## src/rtl/core/ptts_pkg.sv

```systemverilog
// Shared types, codes and sizes of the priority task table scheduler.
package ptts_pkg;

  localparam int PTTS_TABLE_DEPTH = 16;

  typedef enum logic [2:0] {
    ACT_ADD        = 3'd0,
    ACT_DELETE     = 3'd1,
    ACT_UPDATE     = 3'd2,
    ACT_SET_STATUS = 3'd3,
    ACT_READ       = 3'd4,
    ACT_TAKE       = 3'd5
  } action_t;

  localparam logic [1:0] ST_PENDING     = 2'd0;
  localparam logic [1:0] ST_IN_PROGRESS = 2'd1;

  typedef struct packed {
    logic [15:0] id;
    logic [1:0]  prio;
    logic [1:0]  status;
    logic [31:0] due;
  } entry_t;

  localparam int PTTS_ENTRY_W = $bits(entry_t);

  typedef enum logic [1:0] {
    S_IDLE,
    S_SCAN,
    S_LAST,
    S_COMMIT
  } ctl_state_t;

  typedef struct packed {
    logic load;
    logic scan;
    logic commit;
  } ctl_cmd_t;

  typedef struct packed {
    logic scan_last;
  } ctl_sts_t;

endpackage

```

## src/rtl/core/ptts_ram.sv

```systemverilog
// Generic single-port-write, registered-read RAM.
module ptts_ram #(
  parameter int WIDTH = ptts_pkg::PTTS_ENTRY_W,
  parameter int DEPTH = ptts_pkg::PTTS_TABLE_DEPTH
) (
  input  logic                     clk,
  input  logic                     we,
  input  logic [$clog2(DEPTH)-1:0] waddr,
  input  logic [WIDTH-1:0]         wdata,
  input  logic                     re,
  input  logic [$clog2(DEPTH)-1:0] raddr,
  output logic [WIDTH-1:0]         rdata
);

  logic [WIDTH-1:0] mem [DEPTH];
  logic [WIDTH-1:0] rdata_r;

  always_ff @(posedge clk) begin
    if (we) begin
      mem[waddr] <= wdata;
    end
  end

  always_ff @(posedge clk) begin
    if (re) begin
      rdata_r <= mem[raddr];
    end
  end

  assign rdata = rdata_r;

endmodule

```

## src/rtl/core/ptts_ctrl.sv

```systemverilog
// Sequencer of the task table scheduler: load, table scan, commit.
module ptts_ctrl (
  input  logic                clk,
  input  logic                rst_n,
  input  logic                start,
  output logic                busy,
  output ptts_pkg::ctl_cmd_t  cmd,
  input  ptts_pkg::ctl_sts_t  sts
);
  import ptts_pkg::*;

  ctl_state_t state_r;
  ctl_state_t state_nxt;

  always_ff @(posedge clk) begin
    if (!rst_n) begin
      state_r <= S_IDLE;
    end else begin
      state_r <= state_nxt;
    end
  end

  always_comb begin
    state_nxt = state_r;
    cmd       = '0;
    case (state_r)
      S_IDLE: begin
        if (start) begin
          cmd.load  = 1'b1;
          state_nxt = S_SCAN;
        end
      end
      S_SCAN: begin
        cmd.scan = 1'b1;
        if (sts.scan_last) begin
          state_nxt = S_LAST;
        end
      end
      S_LAST: begin
        state_nxt = S_COMMIT;
      end
      S_COMMIT: begin
        cmd.commit = 1'b1;
        state_nxt  = S_IDLE;
      end
      default: begin
        state_nxt = S_IDLE;
      end
    endcase
  end

  assign busy = (state_r != S_IDLE);

endmodule

```

## src/rtl/core/ptts_dpath.sv

```systemverilog
// Datapath of the task table scheduler: table store, scan evaluation, commit.
module ptts_dpath #(
  parameter int TABLE_DEPTH = ptts_pkg::PTTS_TABLE_DEPTH
) (
  input  logic                clk,
  input  logic                rst_n,
  input  ptts_pkg::ctl_cmd_t  cmd,
  output ptts_pkg::ctl_sts_t  sts,
  input  logic [2:0]          in_action,
  input  logic [15:0]         in_task_id,
  input  logic [1:0]          in_task_priority,
  input  logic [31:0]         in_task_due,
  input  logic [1:0]          in_new_status,
  output logic                out_valid,
  output logic                out_ok,
  output logic [15:0]         out_entry_id,
  output logic [1:0]          out_entry_priority,
  output logic [31:0]         out_entry_due,
  output logic [1:0]          out_entry_status
);
  import ptts_pkg::*;

  localparam int AW = $clog2(TABLE_DEPTH);

  // Latched command beat.
  action_t     act_r;
  logic [15:0] id_r;
  logic [1:0]  prio_r;
  logic [31:0] due_r;
  logic [1:0]  nstat_r;

  // Scan state.
  logic [AW-1:0] addr_r;
  logic          rd_vld_r;
  logic [AW-1:0] rd_idx_r;
  logic          found_r;
  logic [AW-1:0] slot_r;
  entry_t        best_r;

  logic [TABLE_DEPTH-1:0] valid_r;
  logic [15:0]            next_id_r;

  logic        out_valid_r;
  logic        out_ok_r;
  entry_t      out_entry_r;

  logic [PTTS_ENTRY_W-1:0] rdata;
  entry_t cand;
  logic   cand_valid;
  logic   hit;
  logic   commit_ok;
  logic   commit_wr;
  entry_t commit_entry;

  // True when entry a ranks ahead of entry b for take-next.
  function automatic logic ranks_before(entry_t a, entry_t b);
    logic r;
    if (a.prio != b.prio) begin
      r = (a.prio > b.prio);
    end else if (a.due != b.due) begin
      r = (a.due < b.due);
    end else begin
      r = (a.id < b.id);
    end
    return r;
  endfunction

  ptts_ram #(
    .WIDTH(PTTS_ENTRY_W),
    .DEPTH(TABLE_DEPTH)
  ) u_table (
    .clk   (clk),
    .we    (commit_wr),
    .waddr (slot_r),
    .wdata (commit_entry),
    .re    (cmd.scan),
    .raddr (addr_r),
    .rdata (rdata)
  );

  assign sts.scan_last = (addr_r == AW'(TABLE_DEPTH - 1));

  assign cand       = entry_t'(rdata);
  assign cand_valid = valid_r[rd_idx_r];

  // Evaluate the slot whose data came back from the table this cycle.
  always_comb begin
    hit = 1'b0;
    case (act_r)
      ACT_ADD: begin
        hit = rd_vld_r && !found_r && !cand_valid;
      end
      ACT_DELETE, ACT_UPDATE, ACT_SET_STATUS, ACT_READ: begin
        hit = rd_vld_r && !found_r && cand_valid && (cand.id == id_r);
      end
      ACT_TAKE: begin
        hit = rd_vld_r && cand_valid && (cand.status == ST_PENDING) &&
              (!found_r || ranks_before(cand, best_r));
      end
      default: begin
        hit = 1'b0;
      end
    endcase
  end

  // Entry as it stands after the action, and whether it goes back to the table.
  always_comb begin
    commit_ok    = 1'b0;
    commit_wr    = 1'b0;
    commit_entry = best_r;
    case (act_r)
      ACT_ADD: begin
        commit_ok           = found_r && (next_id_r != 16'd0);
        commit_entry.id     = next_id_r;
        commit_entry.prio   = prio_r;
        commit_entry.status = ST_PENDING;
        commit_entry.due    = due_r;
        commit_wr           = cmd.commit && commit_ok;
      end
      ACT_DELETE, ACT_READ: begin
        commit_ok = found_r;
      end
      ACT_UPDATE: begin
        commit_ok         = found_r;
        commit_entry.prio = prio_r;
        commit_entry.due  = due_r;
        commit_wr         = cmd.commit && found_r;
      end
      ACT_SET_STATUS: begin
        commit_ok           = found_r;
        commit_entry.status = nstat_r;
        commit_wr           = cmd.commit && found_r;
      end
      ACT_TAKE: begin
        commit_ok           = found_r;
        commit_entry.status = ST_IN_PROGRESS;
        commit_wr           = cmd.commit && found_r;
      end
      default: begin
        commit_ok = 1'b0;
      end
    endcase
  end

  // Control state.
  always_ff @(posedge clk) begin
    if (!rst_n) begin
      valid_r     <= '0;
      next_id_r   <= 16'd1;
      rd_vld_r    <= 1'b0;
      out_valid_r <= 1'b0;
      found_r     <= 1'b0;
    end else begin
      rd_vld_r    <= cmd.scan;
      out_valid_r <= cmd.commit;
      if (cmd.load) begin
        found_r <= 1'b0;
      end else if (hit) begin
        found_r <= 1'b1;
      end
      if (cmd.commit && commit_ok) begin
        if (act_r == ACT_ADD) begin
          valid_r[slot_r] <= 1'b1;
          next_id_r       <= next_id_r + 16'd1;
        end else if (act_r == ACT_DELETE) begin
          valid_r[slot_r] <= 1'b0;
        end
      end
    end
  end

  // Payload registers.
  always_ff @(posedge clk) begin
    if (cmd.load) begin
      act_r   <= action_t'(in_action);
      id_r    <= in_task_id;
      prio_r  <= in_task_priority;
      due_r   <= in_task_due;
      nstat_r <= in_new_status;
      addr_r  <= '0;
    end else if (cmd.scan) begin
      addr_r <= addr_r + AW'(1);
    end
    if (cmd.scan) begin
      rd_idx_r <= addr_r;
    end
    if (hit) begin
      slot_r <= rd_idx_r;
      best_r <= cand;
    end
    if (cmd.commit) begin
      out_ok_r    <= commit_ok;
      out_entry_r <= commit_ok ? commit_entry : '0;
    end
  end

  assign out_valid          = out_valid_r;
  assign out_ok             = out_ok_r;
  assign out_entry_id       = out_entry_r.id;
  assign out_entry_priority = out_entry_r.prio;
  assign out_entry_due      = out_entry_r.due;
  assign out_entry_status   = out_entry_r.status;

endmodule

```

## src/rtl/core/priority_task_table_scheduler_unit.sv

```systemverilog
// Top level of the priority task table scheduler.
// The result beat follows the load, the scan of every slot, the S_LAST state and the commit.
// A new command beat is taken only once the current one is through and busy is low;
// the pace is set by the walk over the table RAM, one slot per cycle through its single read port.
// Reset (rst_n low, synchronous) empties the table and sets the next id to one.
// The receiver cannot stall: each result beat is shown for exactly one cycle.
module priority_task_table_scheduler_unit #(
  parameter int TABLE_DEPTH = ptts_pkg::PTTS_TABLE_DEPTH
) (
  input  logic        clk,
  input  logic        rst_n,
  input  logic        start,
  output logic        busy,
  input  logic [2:0]  in_action,
  input  logic [15:0] in_task_id,
  input  logic [1:0]  in_task_priority,
  input  logic [31:0] in_task_due,
  input  logic [1:0]  in_new_status,
  output logic        out_valid,
  output logic        out_ok,
  output logic [15:0] out_entry_id,
  output logic [1:0]  out_entry_priority,
  output logic [31:0] out_entry_due,
  output logic [1:0]  out_entry_status
);
  import ptts_pkg::*;

  // The controller owns sequencing only; every table access, the ranking
  // compare and the result registers live in the datapath.
  ctl_cmd_t cmd;
  ctl_sts_t sts;

  ptts_ctrl u_ctrl (
    .clk   (clk),
    .rst_n (rst_n),
    .start (start),
    .busy  (busy),
    .cmd   (cmd),
    .sts   (sts)
  );

  // Each command walks every slot: add looks for the lowest free slot,
  // the id lookups take the first valid match, and take-next keeps the best
  // pending entry seen so far. At commit, add, update, set-status and take write the slot back.
  ptts_dpath #(
    .TABLE_DEPTH(TABLE_DEPTH)
  ) u_dpath (
    .clk                (clk),
    .rst_n              (rst_n),
    .cmd                (cmd),
    .sts                (sts),
    .in_action          (in_action),
    .in_task_id         (in_task_id),
    .in_task_priority   (in_task_priority),
    .in_task_due        (in_task_due),
    .in_new_status      (in_new_status),
    .out_valid          (out_valid),
    .out_ok             (out_ok),
    .out_entry_id       (out_entry_id),
    .out_entry_priority (out_entry_priority),
    .out_entry_due      (out_entry_due),
    .out_entry_status   (out_entry_status)
  );

  // A taken command beat always makes the block busy on the next cycle.
  a_start_busy: assert property (@(posedge clk) disable iff (!rst_n)
    (start && !busy) |=> busy)
    else $error("command beat taken but block not busy");

  // Leaving busy after a normal run always delivers exactly the result beat.
  a_done_result: assert property (@(posedge clk) disable iff (!rst_n)
    ($fell(busy) && $past(rst_n)) |-> out_valid)
    else $error("command finished without a result beat");

  // A failed action reports an all-zero entry.
  a_fail_zero: assert property (@(posedge clk) disable iff (!rst_n)
    (out_valid && !out_ok) |-> (out_entry_id == 16'd0 && out_entry_due == 32'd0 &&
                                out_entry_priority == 2'd0 && out_entry_status == 2'd0))
    else $error("failed result carries entry data");

  // Id zero is never handed out, so a successful beat never shows it.
  a_ok_id: assert property (@(posedge clk) disable iff (!rst_n)
    (out_valid && out_ok) |-> (out_entry_id != 16'd0))
    else $error("successful result with id zero");

  // A result beat never overlaps a running command.
  a_result_idle: assert property (@(posedge clk) disable iff (!rst_n)
    out_valid |-> !busy || $past(start))
    else $error("result beat while a command is still running");

endmodule
```

## config.mk

```make
export PLATFORM = sky130hd
export DESIGN_NAME = priority_task_table_scheduler_unit
export DESIGN_NICKNAME = d
export VERILOG_FILES = /design/src/rtl/core/ptts_pkg.sv /design/src/rtl/core/ptts_ram.sv /design/src/rtl/core/ptts_ctrl.sv /design/src/rtl/core/ptts_dpath.sv /design/src/rtl/core/priority_task_table_scheduler_unit.sv
export SDC_FILE = /design/constraint.sdc
export NUM_CORES = 1
export LEC_CHECK = 0
export BUFFER_PORTS_ARGS = -buffer_cell sky130_fd_sc_hd__buf_4
export CELL_PAD_IN_SITES_DETAIL_PLACEMENT = 0
export CELL_PAD_IN_SITES_GLOBAL_PLACEMENT = 1
export CORE_MARGIN = 4
export CORE_UTILIZATION = 35
export DETAILED_ROUTE_END_ITERATION = 6
export GPL_ROUTABILITY_DRIVEN = 0
export PLACE_DENSITY = 0.57
export SLEW_MARGIN = 20
export SYNTH_ARGS = -nofsm -noshare
export SYNTH_HDL_FRONTEND = slang
export SYNTH_SLANG_ARGS = --single-unit
```

## constraint.sdc

```tcl
create_clock -name clk -period 14.36 [get_ports clk]
set_clock_uncertainty 0.2 [all_clocks]
set_input_delay 2.872 -clock clk [delete_from_list [all_inputs] [get_ports clk]]
set_output_delay 2.872 -clock clk [all_outputs]
set_load 0.02 [all_outputs]
```

==> results.md <==
* Status: finished, final reports clean
* Post-Syn Area per Cell at 21.1 um2
* Gr ovfl total at 0
* Nets at 2330
* Num CTS Buffers at 111
* Worst hold path cell count at 0
* Worst IR Drop VDD at 0.107 mV
* I/O pin cnt at 113
* Global-route wire length before repair at 152000 um
* Initial Util at 0.352
* Crit Path Class: reg -> reg
* Synth Flop Type: edfxtp_1
* Max-cap violations at 0
* Crit path capture type: flop
* Number of diodes at 0
* Post-CTS Setup Inserts at 0
* Syn-to-layout area delta at 16.4%
* Hold WC Path Type: reg -> reg
* Top post-synthesis cells by area: edfxtp_1, mux4_2, dfxtp_1
* Crit path time final at 5030 ps
* Drt pass-1 iters at 5
* Yosys warnings at 0
* Cell Area, Synth at 42200 um2
* Mapped Nets at 2121
* Rows at 127
* Die X-Extent at 355 um
* CTS tree: built
* Gate Count Post-Synth at 2006
* Port bufs at 112
* R2r setup slk at 9330 ps
* R2r endpoint: u_dpath.best_r[33]
* Vert. Die Dim at 355 um
* GR Util All Layers at 0.166
* Post-synth ARST share at 0
* Length in cells of the worst reg-to-reg path at 8
* Detailed Place HPWL at 56300 um
* Most frequent cells in the layout: edfxtp_1, mux4_2, buf_4
* Final WL at 105000 um
* Filler cells at 10600
* Clock tree root buffer cell: clkbuf_16
* Worst EP required at 14470 ps
* Via/cell ratio at 5.18
* Critical Path AT at 5140 ps
* Reg clk slew, reported paths at 60 ps
* Most common cell after layout, fill and taps aside: edfxtp_1
* Core box area at 120000 um2
* H-tree depth at 3
* Antenna violations before repair at 2
* Die Area at 126000 um2
* Tot Pwr at 8280 uW
* Pin count of the biggest net entering global routing at 98
* DR vias at 20300
* Post-synth top area share at 0.748
* Vias in the first global route at 21200
* Clock Path Buffers at 3
* Worst-margin pin slew at 1070 ps
* Post-synth EDFFs at 1052
* Worst slew margin at 0.285
* Final hold violation count at 0
* WHS Endpoint: u_dpath.best_r[0]
* Leakage power at 0.0155 uW
* Setup crit start: u_dpath.u_table.rdata[45]
* Cell taking the most area after synthesis: edfxtp_1
* Synthesized flop and latch total at 1093
* Critical R2R Launch: u_dpath.u_table.rdata[45]
* Setup TNS at 0 ps
* Initial detailed-routing violation count at 1622
* RSZ-0062 raised after global routing: false
* Antenna-violating nets left at 0
* Clk_lat worst skew at 700 ps
* Max Slew Vio Count at 0
* Final setup vio count at 0
* Crit path max fanout at 38
* CP startpoint kind: flop
* Layout cells sized above 1 at 0.284
* Tcrit/Tclk final at 0.350
* PwrDens at 169 nW/um2
* WL/cell at 26.8 um
* Hold buffers post-CTS at 0
* Post-synthesis cell type count at 53
* Seq/Total Area, Yosys at 0.768
* Post-route DRC violation count at 0
* Max Freq at 199 MHz
* Clock sink total at 1093
* Hold path start: u_dpath.u_table.rdata[0]
* Resized Gates After CTS at 0
-- metrics by stage --
| step | setup slack (ps) | area, um2 | std cells | hold WS [ps] | util |
|---|---|---|---|---|---|
| final | 9330 | 49100 | 3922 | 255 | 0.410 |
| after global placement | 9330 | 45500 | 3714 | 238 | 0.380 |
| after detailed placement | 9300 | 45500 | 3714 | 245 | 0.380 |
| after global routing | 9060 | 49100 | 3922 | 270 | 0.410 |
| after CTS | 9290 | 49100 | 3922 | 257 | 0.410 |
| after floorplan | 7640 | 42200 | 2006 | 206 | - |
-- where the power goes --
| group | total (uW) | leakage (uW) | switching (uW) | internal (uW) |
|---|---|---|---|---|
| Combinational | 1440 | 0.00388 | 766 | 673 |
| Clock | 2890 | 0.00177 | 1230 | 1660 |
| Sequential | 3950 | 0.00989 | 155 | 3800 |
| Total | 8280 | 0.0155 | 2150 | 6140 |
-- how the worst max path moves through the flow --
| stage | endpoint | cells after the start |
|---|---|---|
| detailed placement | u_dpath.best_r[48] | 8 |
| CTS | u_dpath.best_r[33] | 8 |
| floorplan | u_dpath.best_r[0] | 7 |
| global route | u_dpath.best_r[33] | 8 |
| global placement | u_dpath.slot_r[0] | 8 |
| finish | u_dpath.best_r[33] | 8 |
-- synth_stat cells, drive strengths merged (25+ instances only) --
master  instances
edfxtp       1052
mux4          264
nand2          72
o21ai          63
inv            61
clkbuf         60
ha             57
and2           56
nor2           48
dfxtp          41
buf            33
a21oi          25
-- worst max-delay path, stage by stage, from the launching register on --
cell	delay, ps
edfxtp_1	420
ha_1	340
a21o_1	190
a21o_1	170
a2111oi_0	670
o21ai_0	570
a311o_1	450
o31ai_4	900
buf_4	670
-- kinds of logic (layout without fill, tap and decap cells) --
kind of cell	count (synthesis)	after routing	synth area share
xor+xnor	33	33	0.00684
buf+inv	156	460	0.0149
fa+ha+maj	57	57	0.0169
flops	1093	1093	0.768
mux	271	271	0.143
simple gates	254	254	0.0308
compound gates	142	142	0.0205
-- per-layer routing --
metal	share of wire	up-vias	track usage	wire (um)
li1	-	8636	-	-
met1	0.46	11000	0.243	48500
met2	0.47	555	0.260	49200
met3	0.053	148	0.0293	5600
met4	0.019	0	0.0383	2020
met5	0	-	0	0
-- sequential cells by signal (all words and copies together), names as in the netlist, named ones only --
signal                      count
u_dpath.out_entry_status        2
u_dpath.found_r                 1
u_dpath.out_valid               1
u_dpath.id_r                   16
u_dpath.rd_vld_r                1
u_dpath.out_ok                  1
u_dpath.out_entry_due          32
u_dpath.u_table.rdata          52
u_dpath.out_entry_priority      2
u_dpath.next_id_r              16
u_dpath.due_r                  32
u_dpath.prio_r                  2
u_dpath.rd_idx_r                4
u_ctrl.state_r                  2
u_dpath.out_entry_id           16
u_dpath.slot_r                  4
u_dpath.nstat_r                 2
u_dpath.addr_r                  4
u_dpath.best_r                 52
u_dpath.act_r                   3
u_dpath.u_table.mem           832
-- layout make-up --
type | instances | area, um2 | share of cell area
Sequential cell | 1093 | 32400 | 0.660
Inverter | 63 | 236 | 0.00481
Clock inverter | 77 | 767 | 0.0156
Timing Repair Buffer | 189 | 1430 | 0.0291
Multi-Input combinational cell | 757 | 9390 | 0.191
Tap cell | 1612 | 2020 | 0.0410
Clock buffer | 131 | 2870 | 0.0585
(Power assumes the default switching activity.)
